$ cat src/buzzer_pattern_sequencer_macros.svh
// Assertion macros for the buzzer pattern sequencer.
// No dependencies; included by the top level, which holds all assertions.
`ifndef BUZZER_PATTERN_SEQUENCER_MACROS_SVH
`define BUZZER_PATTERN_SEQUENCER_MACROS_SVH

`ifndef SYNTH

// Same-cycle implication, disabled while reset is high.
`define BPS_ASSERT_IMPLY(label, clk, rst, ante, cons) \
   label: assert property (@(posedge clk) disable iff (rst) (ante) |-> (cons)) \
      else $error("bps assertion failed: same-cycle implication");

// Next-cycle implication, disabled while reset is high.
`define BPS_ASSERT_NEXT(label, clk, rst, ante, cons) \
   label: assert property (@(posedge clk) disable iff (rst) (ante) |=> (cons)) \
      else $error("bps assertion failed: next-cycle implication");

`else

`define BPS_ASSERT_IMPLY(label, clk, rst, ante, cons)
`define BPS_ASSERT_NEXT(label, clk, rst, ante, cons)

`endif

`endif

$ cat src/bps_pkg.sv
// Types, constants and pattern tables for the buzzer pattern sequencer.
// No dependencies; used by buzzer_pattern_sequencer.
`default_nettype none

package bps_pkg;

   localparam int unsigned NUM_PATTERNS = 16;
   localparam int unsigned MAX_SWITCH   = 7;

   localparam logic       MODE_TICK    = 1'b0;
   localparam logic       MODE_REQUEST = 1'b1;

   localparam logic [3:0] PAT_IDLE     = 4'd0;
   localparam logic [3:0] PAT_INVALID  = 4'd15;

   localparam logic [7:0] COUNT_ZERO   = 8'd0;
   localparam logic [7:0] COUNT_ONE    = 8'd1;
   localparam logic [7:0] COUNT_END    = 8'd10;

   typedef struct packed {
      logic       mode;
      logic [3:0] pattern;
   } req_word_type;

   typedef struct packed {
      logic       buzzer_on;
      logic [3:0] active_pattern;
      logic [7:0] countdown;
   } rsp_word_type;

   typedef struct packed {
      logic hit;
      logic level;
   } switch_type;

   // Pattern length loaded into the countdown. The invalid code has a dummy row.
   localparam logic [7:0] PAT_LEN [0:NUM_PATTERNS-1] = '{
      8'd0,   8'd16,  8'd28,  8'd130, 8'd150, 8'd170, 8'd222, 8'd40,
      8'd22,  8'd200, 8'd200, 8'd200, 8'd250, 8'd250, 8'd250, 8'd0
   };

   localparam logic PAT_REPEAT [0:NUM_PATTERNS-1] = '{
      1'b0, 1'b0, 1'b0, 1'b0, 1'b0, 1'b0, 1'b0, 1'b0,
      1'b1, 1'b1, 1'b1, 1'b1, 1'b1, 1'b1, 1'b1, 1'b0
   };

   localparam logic [2:0] PAT_NSW [0:NUM_PATTERNS-1] = '{
      3'd0, 3'd0, 3'd2, 3'd2, 3'd4, 3'd6, 3'd2, 3'd4,
      3'd1, 3'd1, 3'd3, 3'd5, 3'd3, 3'd5, 3'd7, 3'd0
   };

   // Switch points, first match wins.
   localparam logic [7:0] PAT_AT [0:NUM_PATTERNS-1][0:MAX_SWITCH-1] = '{
      '{8'd0,   8'd0,   8'd0,   8'd0,   8'd0,   8'd0,   8'd0},
      '{8'd0,   8'd0,   8'd0,   8'd0,   8'd0,   8'd0,   8'd0},
      '{8'd22,  8'd16,  8'd0,   8'd0,   8'd0,   8'd0,   8'd0},
      '{8'd30,  8'd20,  8'd0,   8'd0,   8'd0,   8'd0,   8'd0},
      '{8'd50,  8'd40,  8'd30,  8'd20,  8'd0,   8'd0,   8'd0},
      '{8'd70,  8'd60,  8'd50,  8'd40,  8'd30,  8'd20,  8'd0},
      '{8'd122, 8'd110, 8'd0,   8'd0,   8'd0,   8'd0,   8'd0},
      '{8'd34,  8'd28,  8'd22,  8'd16,  8'd0,   8'd0,   8'd0},
      '{8'd16,  8'd0,   8'd0,   8'd0,   8'd0,   8'd0,   8'd0},
      '{8'd195, 8'd0,   8'd0,   8'd0,   8'd0,   8'd0,   8'd0},
      '{8'd196, 8'd192, 8'd188, 8'd0,   8'd0,   8'd0,   8'd0},
      '{8'd196, 8'd192, 8'd188, 8'd184, 8'd180, 8'd0,   8'd0},
      '{8'd180, 8'd160, 8'd155, 8'd0,   8'd0,   8'd0,   8'd0},
      '{8'd180, 8'd160, 8'd155, 8'd150, 8'd145, 8'd0,   8'd0},
      '{8'd180, 8'd160, 8'd155, 8'd150, 8'd145, 8'd140, 8'd135},
      '{8'd0,   8'd0,   8'd0,   8'd0,   8'd0,   8'd0,   8'd0}
   };

   // Level at each switch point, bit i for point i.
   localparam logic [MAX_SWITCH-1:0] PAT_LV [0:NUM_PATTERNS-1] = '{
      7'b0000000, 7'b0000000, 7'b0000010, 7'b0000010,
      7'b0001010, 7'b0101010, 7'b0000010, 7'b0001010,
      7'b0000000, 7'b0000000, 7'b0000010, 7'b0001010,
      7'b0000010, 7'b0001010, 7'b0101010, 7'b0000000
   };

   // Look up the switch point of a pattern at a countdown value.
   function automatic switch_type pat_switch(input logic [3:0] pat, input logic [7:0] cnt);
      switch_type sw;
      sw.hit   = 1'b0;
      sw.level = 1'b0;
      for (int i = 0; i < MAX_SWITCH; i++) begin
         if (!sw.hit && (3'(i) < PAT_NSW[pat]) && (PAT_AT[pat][i] == cnt)) begin
            sw.hit   = 1'b1;
            sw.level = PAT_LV[pat][i];
         end
      end
      return sw;
   endfunction

endpackage

`default_nettype wire

$ cat src/buzzer_pattern_sequencer.sv
// Buzzer pattern sequencer top level: input register, pattern step, result register.
// Depends on bps_pkg and buzzer_pattern_sequencer_macros.svh.
//
// Usage:
//   The req channel carries one word per tick or pattern request
//   (mode 0 = timer tick, mode 1 = request of the pattern in the word).
//   The rsp channel returns one word per request word: buzzer level,
//   active pattern and countdown after that step.
//   Both channels use valid/stall; a word moves when valid is high and
//   stall is low at a rising clock edge.
// Path: an accepted word goes into the input register, then through the
//   pattern step into the result register, where rsp_valid is high.
// Throughput: one word per cycle while rsp_stall is low; the pattern step is a
//   table lookup and a handful of 8-bit compares, done combinationally between
//   the input and result registers; the state registers update as the word advances.
// Stall: while rsp_stall holds the result register, the input register still
//   takes one more word; req_stall rises only when both are full.
// Reset: synchronous, active high; both stages empty, pattern idle,
//   countdown 0, buzzer off.
`default_nettype none
`include "buzzer_pattern_sequencer_macros.svh"

module buzzer_pattern_sequencer (
   input  wire                   clock,
   input  wire                   reset,
   input  wire                   req_valid,
   output logic                  req_stall,
   input  wire bps_pkg::req_word_type req_word,
   output logic                  rsp_valid,
   input  wire                   rsp_stall,
   output bps_pkg::rsp_word_type rsp_word
);

   // Input stage
   logic                  in_valid_ff, in_valid_in;
   bps_pkg::req_word_type in_word_ff,  in_word_in;

   // Sequencer state
   logic [3:0] pattern_ff, pattern_in;
   logic [7:0] count_ff,   count_in;
   logic       level_ff,   level_in;

   // Result stage
   logic                  out_valid_ff, out_valid_in;
   bps_pkg::rsp_word_type out_word_ff,  out_word_in;

   logic                  advance;
   logic                  rsp_take;
   logic                  req_take;
   bps_pkg::switch_type   sw;

   assign rsp_take  = out_valid_ff && !rsp_stall;
   // Move the input word into the result stage when that stage is free or draining.
   assign advance   = in_valid_ff && (!out_valid_ff || rsp_take);
   assign req_stall = in_valid_ff && !advance;
   assign req_take  = req_valid && !req_stall;

   assign rsp_valid = out_valid_ff;
   assign rsp_word  = out_word_ff;

   // Pattern step
   always_comb begin
      pattern_in = pattern_ff;
      count_in   = count_ff;
      level_in   = level_ff;
      sw         = '{hit: 1'b0, level: 1'b0};

      if (in_word_ff.mode == bps_pkg::MODE_TICK) begin
         // Count down only above the end mark.
         if (count_ff > bps_pkg::COUNT_END) begin
            count_in = count_ff - 8'd1;
         end
      end else begin
         // A new pattern restarts from a cleared countdown.
         if (pattern_ff != in_word_ff.pattern) begin
            pattern_in = in_word_ff.pattern;
            count_in   = bps_pkg::COUNT_ZERO;
         end
         sw = bps_pkg::pat_switch(pattern_in, count_in);

         if (pattern_in == bps_pkg::PAT_IDLE) begin
            count_in = bps_pkg::COUNT_ZERO;
            level_in = 1'b0;
         end else if (pattern_in == bps_pkg::PAT_INVALID) begin
            // Drop to idle, leave the buzzer level as it is.
            pattern_in = bps_pkg::PAT_IDLE;
            count_in   = bps_pkg::COUNT_ZERO;
         end else if (count_in == bps_pkg::COUNT_ZERO ||
                      (bps_pkg::PAT_REPEAT[pattern_in] &&
                       (count_in == bps_pkg::COUNT_END || count_in == bps_pkg::COUNT_ONE))) begin
            count_in = bps_pkg::PAT_LEN[pattern_in];
            level_in = 1'b1;
         end else if (count_in == bps_pkg::COUNT_END) begin
            // One-shot pattern finished.
            count_in   = bps_pkg::COUNT_ZERO;
            pattern_in = bps_pkg::PAT_IDLE;
            level_in   = 1'b0;
         end else if (sw.hit) begin
            level_in = sw.level;
         end
      end
   end

   always_comb begin
      in_valid_in = in_valid_ff;
      in_word_in  = in_word_ff;
      if (req_take) begin
         in_valid_in = 1'b1;
         in_word_in  = req_word;
      end else if (advance) begin
         in_valid_in = 1'b0;
      end

      out_valid_in = out_valid_ff;
      out_word_in  = out_word_ff;
      if (advance) begin
         out_valid_in               = 1'b1;
         out_word_in.buzzer_on      = level_in;
         out_word_in.active_pattern = pattern_in;
         out_word_in.countdown      = count_in;
      end else if (rsp_take) begin
         out_valid_in = 1'b0;
      end
   end

   always_ff @(posedge clock) begin
      if (reset) begin
         in_valid_ff  <= 1'b0;
         out_valid_ff <= 1'b0;
         pattern_ff   <= bps_pkg::PAT_IDLE;
         count_ff     <= bps_pkg::COUNT_ZERO;
         level_ff     <= 1'b0;
      end else begin
         in_valid_ff  <= in_valid_in;
         out_valid_ff <= out_valid_in;
         if (advance) begin
            pattern_ff <= pattern_in;
            count_ff   <= count_in;
            level_ff   <= level_in;
         end
      end
   end

   // Payload registers, no reset.
   always_ff @(posedge clock) begin
      in_word_ff  <= in_word_in;
      out_word_ff <= out_word_in;
   end

   // Idle pattern always sits at countdown zero.
   `BPS_ASSERT_IMPLY(a_idle_count, clock, reset,
      pattern_ff == bps_pkg::PAT_IDLE, count_ff == bps_pkg::COUNT_ZERO)
   // Stall only while a word waits in the input stage.
   `BPS_ASSERT_IMPLY(a_stall_held, clock, reset, req_stall, in_valid_ff && out_valid_ff)
   // An advanced word lands in the result stage.
   `BPS_ASSERT_NEXT(a_advance_out, clock, reset,
      advance, out_valid_ff && out_word_ff.countdown == count_ff)

endmodule

`default_nettype wire
$ cat config.mk
export PLATFORM = sky130hd
export DESIGN_NAME = buzzer_pattern_sequencer
export DESIGN_NICKNAME = d
export VERILOG_FILES = /design/src/bps_pkg.sv /design/src/buzzer_pattern_sequencer.sv
export VERILOG_INCLUDE_DIRS = /design/src /design/src/src
export SDC_FILE = /design/constraint.sdc
export NUM_CORES = 1
export LEC_CHECK = 0
export ABC_CLOCK_PERIOD_IN_PS = 8000
export BUFFER_PORTS_ARGS = -buffer_cell sky130_fd_sc_hd__buf_2
export CAP_MARGIN = 10
export CORE_UTILIZATION = 61
export CTS_CLUSTER_SIZE = 8
export DETAILED_ROUTE_END_ITERATION = 16
export GPL_TIMING_DRIVEN = 0
export PLACE_DENSITY = 0.8
export SYNTH_ARGS = -nofsm -noshare
export SYNTH_HDL_FRONTEND = slang
export SYNTH_SLANG_ARGS = --single-unit
$ cat constraint.sdc
create_clock -name clock -period 8 [get_ports clock]
set_input_delay 1.6 -clock clock [delete_from_list [all_inputs] [get_ports clock]]
set_output_delay 1.6 -clock clock [all_outputs]
set_load 0.01 [all_outputs]
After elaboration in Yosys (flattened, before gate mapping):

Memories as Yosys holds them, arrays and structs flattened.
Index checks and enable logic that the tools add are counted.
W data, S select, Z words.

* bits in read-only memories: 1200
* memories: 5
* word-level logic and storage cells: 121
* flip-flop bits (word level): 33

Memories
* (name not given): words 16, width 56, read ports 1, clocked after Yosys merged registers in 0, write ports 0, line bps_pkg.sv:86 `if (!sw.hit && (3'(i) < PAT_NSW[pat]) && (PAT_AT[pat][i] == cnt)) begin`
* (name not given): words 16, width 8, read ports 1, clocked after Yosys merged registers in 0, write ports 0, line buzzer_pattern_sequencer.sv:91 `count_in = bps_pkg::PAT_LEN[pattern_in];`
* (name not given): words 16, width 7, read ports 1, clocked after Yosys merged registers in 0, write ports 0, line bps_pkg.sv:88 `sw.level = PAT_LV[pat][i];`
* (name not given): words 16, width 3, read ports 1, clocked after Yosys merged registers in 0, write ports 0, line bps_pkg.sv:86
* (name not given): words 16, width 1, read ports 1, clocked after Yosys merged registers in 0, write ports 0, line buzzer_pattern_sequencer.sv:89 `(bps_pkg::PAT_REPEAT[pattern_in] &&`

* equality and inequality tests: 11
* reduce and logical (&&, ||, !) cells: 35
* mux-type cells: 49
* $lt $le $gt $ge: 9
* add/subtract/negate cells: 1
* bitwise logic cells: 1

Operator list (count)
* $mux W56: 2
* $mux W8: 10
* $eq A8 B8 Y1: 7
* $mux W2: 14
* $mux W4: 7
* $logic_and A1 B1 Y1: 18
* $mux W7: 2
* $mux W1: 12
* $logic_not A1 Y1: 10
* $lt A3 B3 Y1 const A: 3
* $eq A8 B1 Y1 const B: 1
* $eq A8 B4 Y1 const B: 1
* $gt A8 B4 Y1 const B: 1
* $logic_not A8 Y1: 1
* $sub A8 B1 Y8 const B: 1
* $lt A1 B3 Y1 const A: 2
* $lt A2 B3 Y1 const A: 2
* $mux W3: 2
* $ge A5 B5 Y1 const B: 1
* $not A4 Y5: 1
* $eq A4 B4 Y1 const B: 1
* $logic_not A4 Y1: 1
* $ne A4 B4 Y1: 1
* $reduce_bool A2 Y1: 2
* $logic_or A1 B1 Y1: 3

Longest topological paths before layout:

* depth in word-level cells: 47
* mapped depth: 12
* mapped depth without buffers: 10

Worst setup path before layout:

Ideal clock, no wire load.

* path type: input to output
* start point: input rsp_stall
* end point: output req_stall
* cell stages on the path: 1
* required time: 6.400 ns
* setup slack: 4.581 ns
* path buffers: 0
* arrival time: 1.819 ns
* cell sequence: and3_1

* longest elaborated chain between the ends: 6

RTL lines
* start: declaration: line buzzer_pattern_sequencer.sv:30 `input wire rsp_stall,`
* $logic_not A1 Y1: line buzzer_pattern_sequencer.sv:52 `assign rsp_take = out_valid_ff && !rsp_stall;`
* $logic_and A1 B1 Y1: line buzzer_pattern_sequencer.sv:52
* $logic_or A1 B1 Y1: line buzzer_pattern_sequencer.sv:54 `assign advance = in_valid_ff && (!out_valid_ff || rsp_take);`
* $logic_and A1 B1 Y1: line buzzer_pattern_sequencer.sv:54
* $logic_not A1 Y1: line buzzer_pattern_sequencer.sv:55 `assign req_stall = in_valid_ff && !advance;`
* $logic_and A1 B1 Y1: line buzzer_pattern_sequencer.sv:55
* end: declaration: line buzzer_pattern_sequencer.sv:27 `output logic req_stall,`

Every way passes these cells.

Final worst setup path:

* start point: register in_word_ff[1] in the netlist's numbering
* end point: register out_word_ff, in the netlist rsp_word[12] (data pin)

* longest elaborated chain between the ends: 47
* elaborated cells on any way between the ends: 79

RTL lines
* start: declaration: line buzzer_pattern_sequencer.sv:36 `bps_pkg::req_word_type in_word_ff, in_word_in;`
* start signal: assignment: line buzzer_pattern_sequencer.sv:146 `in_word_ff <= in_word_in;`
* $ne A4 B4 Y1: line buzzer_pattern_sequencer.sv:75 `if (pattern_ff != in_word_ff.pattern) begin`
* $mux W4: line buzzer_pattern_sequencer.sv:75
* $mux W4: line buzzer_pattern_sequencer.sv:68 `if (in_word_ff.mode == bps_pkg::MODE_TICK) begin`
* $not A4 Y5 (not written as such): line bps_pkg.sv:86, bps_pkg.sv:88, buzzer_pattern_sequencer.sv:89
* $mem_v2 Z16 W3 or $mem_v2 Z16 W56 (tied branches)
* $mux W3 (not written as such) or $mux W56 (tied branches) (2 in series): line bps_pkg.sv:86
* $lt A1 B3 Y1 or $eq A8 B8 Y1 (tied branches): line bps_pkg.sv:86
* $logic_and A1 B1 Y1: line bps_pkg.sv:86
* [... 31 more ...]
* $mux W2: line buzzer_pattern_sequencer.sv:68
* $mux W1: line buzzer_pattern_sequencer.sv:98 `end else if (sw.hit) begin`
* $mux W1: line buzzer_pattern_sequencer.sv:93 `end else if (count_in == bps_pkg::COUNT_END) begin`
* $mux W1: line buzzer_pattern_sequencer.sv:88 `end else if (count_in == bps_pkg::COUNT_ZERO ||`
* $mux W1: line buzzer_pattern_sequencer.sv:84 `end else if (pattern_in == bps_pkg::PAT_INVALID) begin`
* $mux W1 (*): line buzzer_pattern_sequencer.sv:81 `if (pattern_in == bps_pkg::PAT_IDLE) begin`
* $mux W1 (*): line buzzer_pattern_sequencer.sv:68
* net level_in: line buzzer_pattern_sequencer.sv:41 `logic level_ff, level_in;`
* end signal: assignment: line buzzer_pattern_sequencer.sv:147 `out_word_ff <= out_word_in;`
* end: declaration: line buzzer_pattern_sequencer.sv:45 `bps_pkg::rsp_word_type out_word_ff, out_word_in;`

The timed path passes the listed nets; every way through them passes the cells marked *. The select of a mux whose other input is x is not followed.
A chain may end at the register's enable or synchronous reset.

==> run metrics <==
Die Width=around 76 um; kind of critical path=flop to flop; Logic pwr share=between 30% and 40%; setup violators final=0; Critical Path Most Common Cell=clkbuf_1; CTS clk-pin slew, worst paths=70 ps; insertion delay to the later sink of the worst-skew pair=approximately 300 ps; DR WL/cell=between 20 and 25 um; Cell Chain, Critical Path=clkbuf_1 > clkbuf_1 > ha_1 > clkbuf_1 > and2_1 > o21a_1 > nor3_1 > a2111o_1 > or3_4 > or3b_1 > o211ai_2 > o21ai_1; Die H=around 76 um; crit path DAT=roughly 3800 ps; global-route wire length before repair=~17000 um; ys async rst share=0%; Pint=between 300 and 400 uW; CTS buffer count=5; routed metal-1 wirelength=~4300 um; drt pass-1 iters=6; CP Max Fanout=10; Detailed Place HPWL=between 8000 and 9000 um; Buffers & Inverters on Critical Path=3; sequential area share after synthesis=between 20 and 30%; Hold WS=just under 500 ps; Post-synth EDFFs=18; cts repair resizes=0; GP Congestion=1.04; htree depth=2; Synth cell types=74; Initial Utilization=64.5%; GRT Resource Usage Total=around two fifths; Syn Inst Count=440; FILL cells=about 430; remaining routing DRC violations=0; Slew Viols, Final=0; dpl cell area=around 0.0035 mm^2; CP max stage cell=edfxtp_1; largest net degree at the start of global routing=23; CTS Sinks=33; max layer used=met4; drt initial violations=594; RSZ-0062 raised after global routing=no; layout net count=488; total power=just over 500 uW; Sw Pwr=about 190 uW; Routed Antenna Nets=0; critical path required time=around 8100 ps; share of power burned in registers=between 30% and 40%; Clk pwr share=24.8%; worst clock skew=between 9 and 10 ps; WL met2=between 4000 and 5000 um; CP Launch Type=flop; Main synth FF type=edfxtp_1; vias per inst=6.90; Ant. Diodes=0; post-CTS setup buffer count=0; switching portion of total power=roughly 38%; Synth Warn #=0; Setup TNS=0 ps; fin crit share=46.9%; core area=0.00517 mm^2; pwr dens=142 mW/mm^2; Peak Freq=between 200 and 300 MHz; initial antenna violation count=0; Port Buffers=22; Final WS setup=about 4200 ps; Max Cap Viol=0; fin crit period=about 3800 ps; worst min-delay path class=flop to flop; flops & latches, synth=33; fin area=0.00362 mm^2; Rel. slew slack=22.6%; Cell Area, Synth=around 0.0033 mm^2; vias in the first global route=around 3400; GRT overflow=0; share of post-route cells with drive strength above 1=14.0%; CP peak stage delay=between 400 and 500 ps; LEAKAGE=0.00139 uW; final hold violations=0; drt total wl=between 10000 and 15000 um; pre-CTS setup slack=~4400 ps; met3 routed WL=roughly 1500 um; CTS tree=built; Std-Cell Rows=26; Mean Syn Cell Area=roughly 7.6 um^2; post-cts hold buffer count=0; CP endpoint kind=flop; Clock Tree Buf Depth=2; via count=3728; worst slew pin tran=1160 ps; Area growth syn-to-layout=8.51%; CTS root buf=clkbuf_8; # IOs=24; syn_nets=between 400 and 500; status=complete, no violations; Total Die Area=between 0.005 and 0.006 mm^2; Peak VDD IR=about 0.14 mV; Top delay family on crit path=simple AND/OR/NAND/NOR gates
==> registers in the layout, summed over array words and instances (netlist names) <==
name and cells:
in_word_ff 5, count_ff 8, rsp_word 13, rsp_valid 1, in_valid_ff 1, level_ff 1
pattern_ff 4
==> through the flow <==
stage | utilization, % | instances
4_1_cts | 70.0 | 540
3_3_place_gp | 68.4 | 532
2_1_floorplan | - | 440
3_5_place_dp | 68.4 | 532
6_report | 70.0 | 540
5_1_grt | 70.0 | 540
==> area by class of cell <==
type                       count  area (um^2)  share of cell area (%)
clock inverter                 3         17.5                   0.484
tap                           70         87.6                    2.42
clock buffer                   5         68.8                    1.90
sequential                    33          841                    23.2
timing repair buffer          22          110                    3.04
multi-input combinational    353         2260                    62.4
buffer                        42          191                    5.28
inverter                      12         45.0                    1.24
==> worst reg2reg max path, cell delays in order, from the launching register on <==
cell and delay (ps):
edfxtp_1 490, clkbuf_1 310, clkbuf_1 220, ha_1 290, clkbuf_1 350, and2_1 340
o21a_1 180, nor3_1 70, a2111o_1 300, or3_4 350, or3b_1 390, o211ai_2 130
o21ai_1 110
==> layer usage <==
layer	vias up	global-route usage [%]
met2	313	59.2
met1	1676	50.9
met4	0	16.7
li1	1681	-
met3	58	9.94
met5	-	0
==> power groups by stage <==
stage	sequential, uW	clock, uW	combinational [uW]
final	199	128	187
after CTS	198	126	179
after global routing	200	132	200
after global placement	202	0	176
after floorplan	203	0	131
after detailed placement	202	0	178
==> worst paths after layout <==
| kind | startpoint | endpoint | slack, ps | cells after the start |
|---|---|---|---|---|
| min reg2reg | in_valid_ff | rsp_valid | 490 | 2 |
| max | in_word_ff[1] | rsp_word[12] | 4250 | 12 |
| min | in_valid_ff | rsp_valid | 490 | 2 |
| max reg2reg | in_word_ff[1] | rsp_word[12] | 4250 | 12 |
==> cells by family (layout without fill, tap and decap cells) <==
logic type	Yosys count	count (layout)	share of synthesized area, %
buf+inv	54	84	7.08
xor+xnor	14	14	4.35
flops	33	33	25.2
mux	10	10	3.94
simple gates	170	170	25.9
compound gates	149	149	29.8
fa+ha+maj	10	10	3.75
==> synth_stat cells, drive strengths merged, types with 4 or more instances <==
cell type / n / share of area (%)
nand3: 13 / 1.9
inv: 10 / 1.1
nor2b: 9 / 1.7
o21ai: 39 / 5.8
clkbuf: 26 / 2.9
nor3: 16 / 2.5
xnor2: 7 / 1.8
a22o: 5 / 1.3
and2: 7 / 1.3
mux2: 5 / 1.7
nor2: 49 / 5.5
dfxtp: 15 / 9.0
o211ai: 7 / 1.7
xor2: 7 / 2.5
nand3b: 6 / 1.3
and3: 4 / 0.75
edfxtp: 18 / 16
nand2: 38 / 4.3
nor4: 8 / 1.9
buf: 16 / 2.8
ha: 10 / 3.7
nand2b: 4 / 0.75
a21boi: 4 / 0.90
a21oi: 35 / 5.4
a31oi: 9 / 1.7
==> placed cells by master, fill, tap and decap left out, types with 4 or more instances in the layout <==
cell type,count
clkbuf_1,26
nor2_1,49
o211ai_1,6
buf_2,34
dfxtp_1,15
o21ai_0,36
a31oi_1,9
inv_1,10
nand3_1,13
nand3b_1,6
clkbuf_8,5
nand2b_1,4
edfxtp_1,18
mux2_2,5
nor2b_1,9
and3_1,4
nand2_1,38
a22o_1,5
xor2_1,4
nor4_1,7
ha_1,10
a21oi_1,34
nor3_1,15
xnor2_1,7
and2_1,7
(Power assumes the default switching activity.)
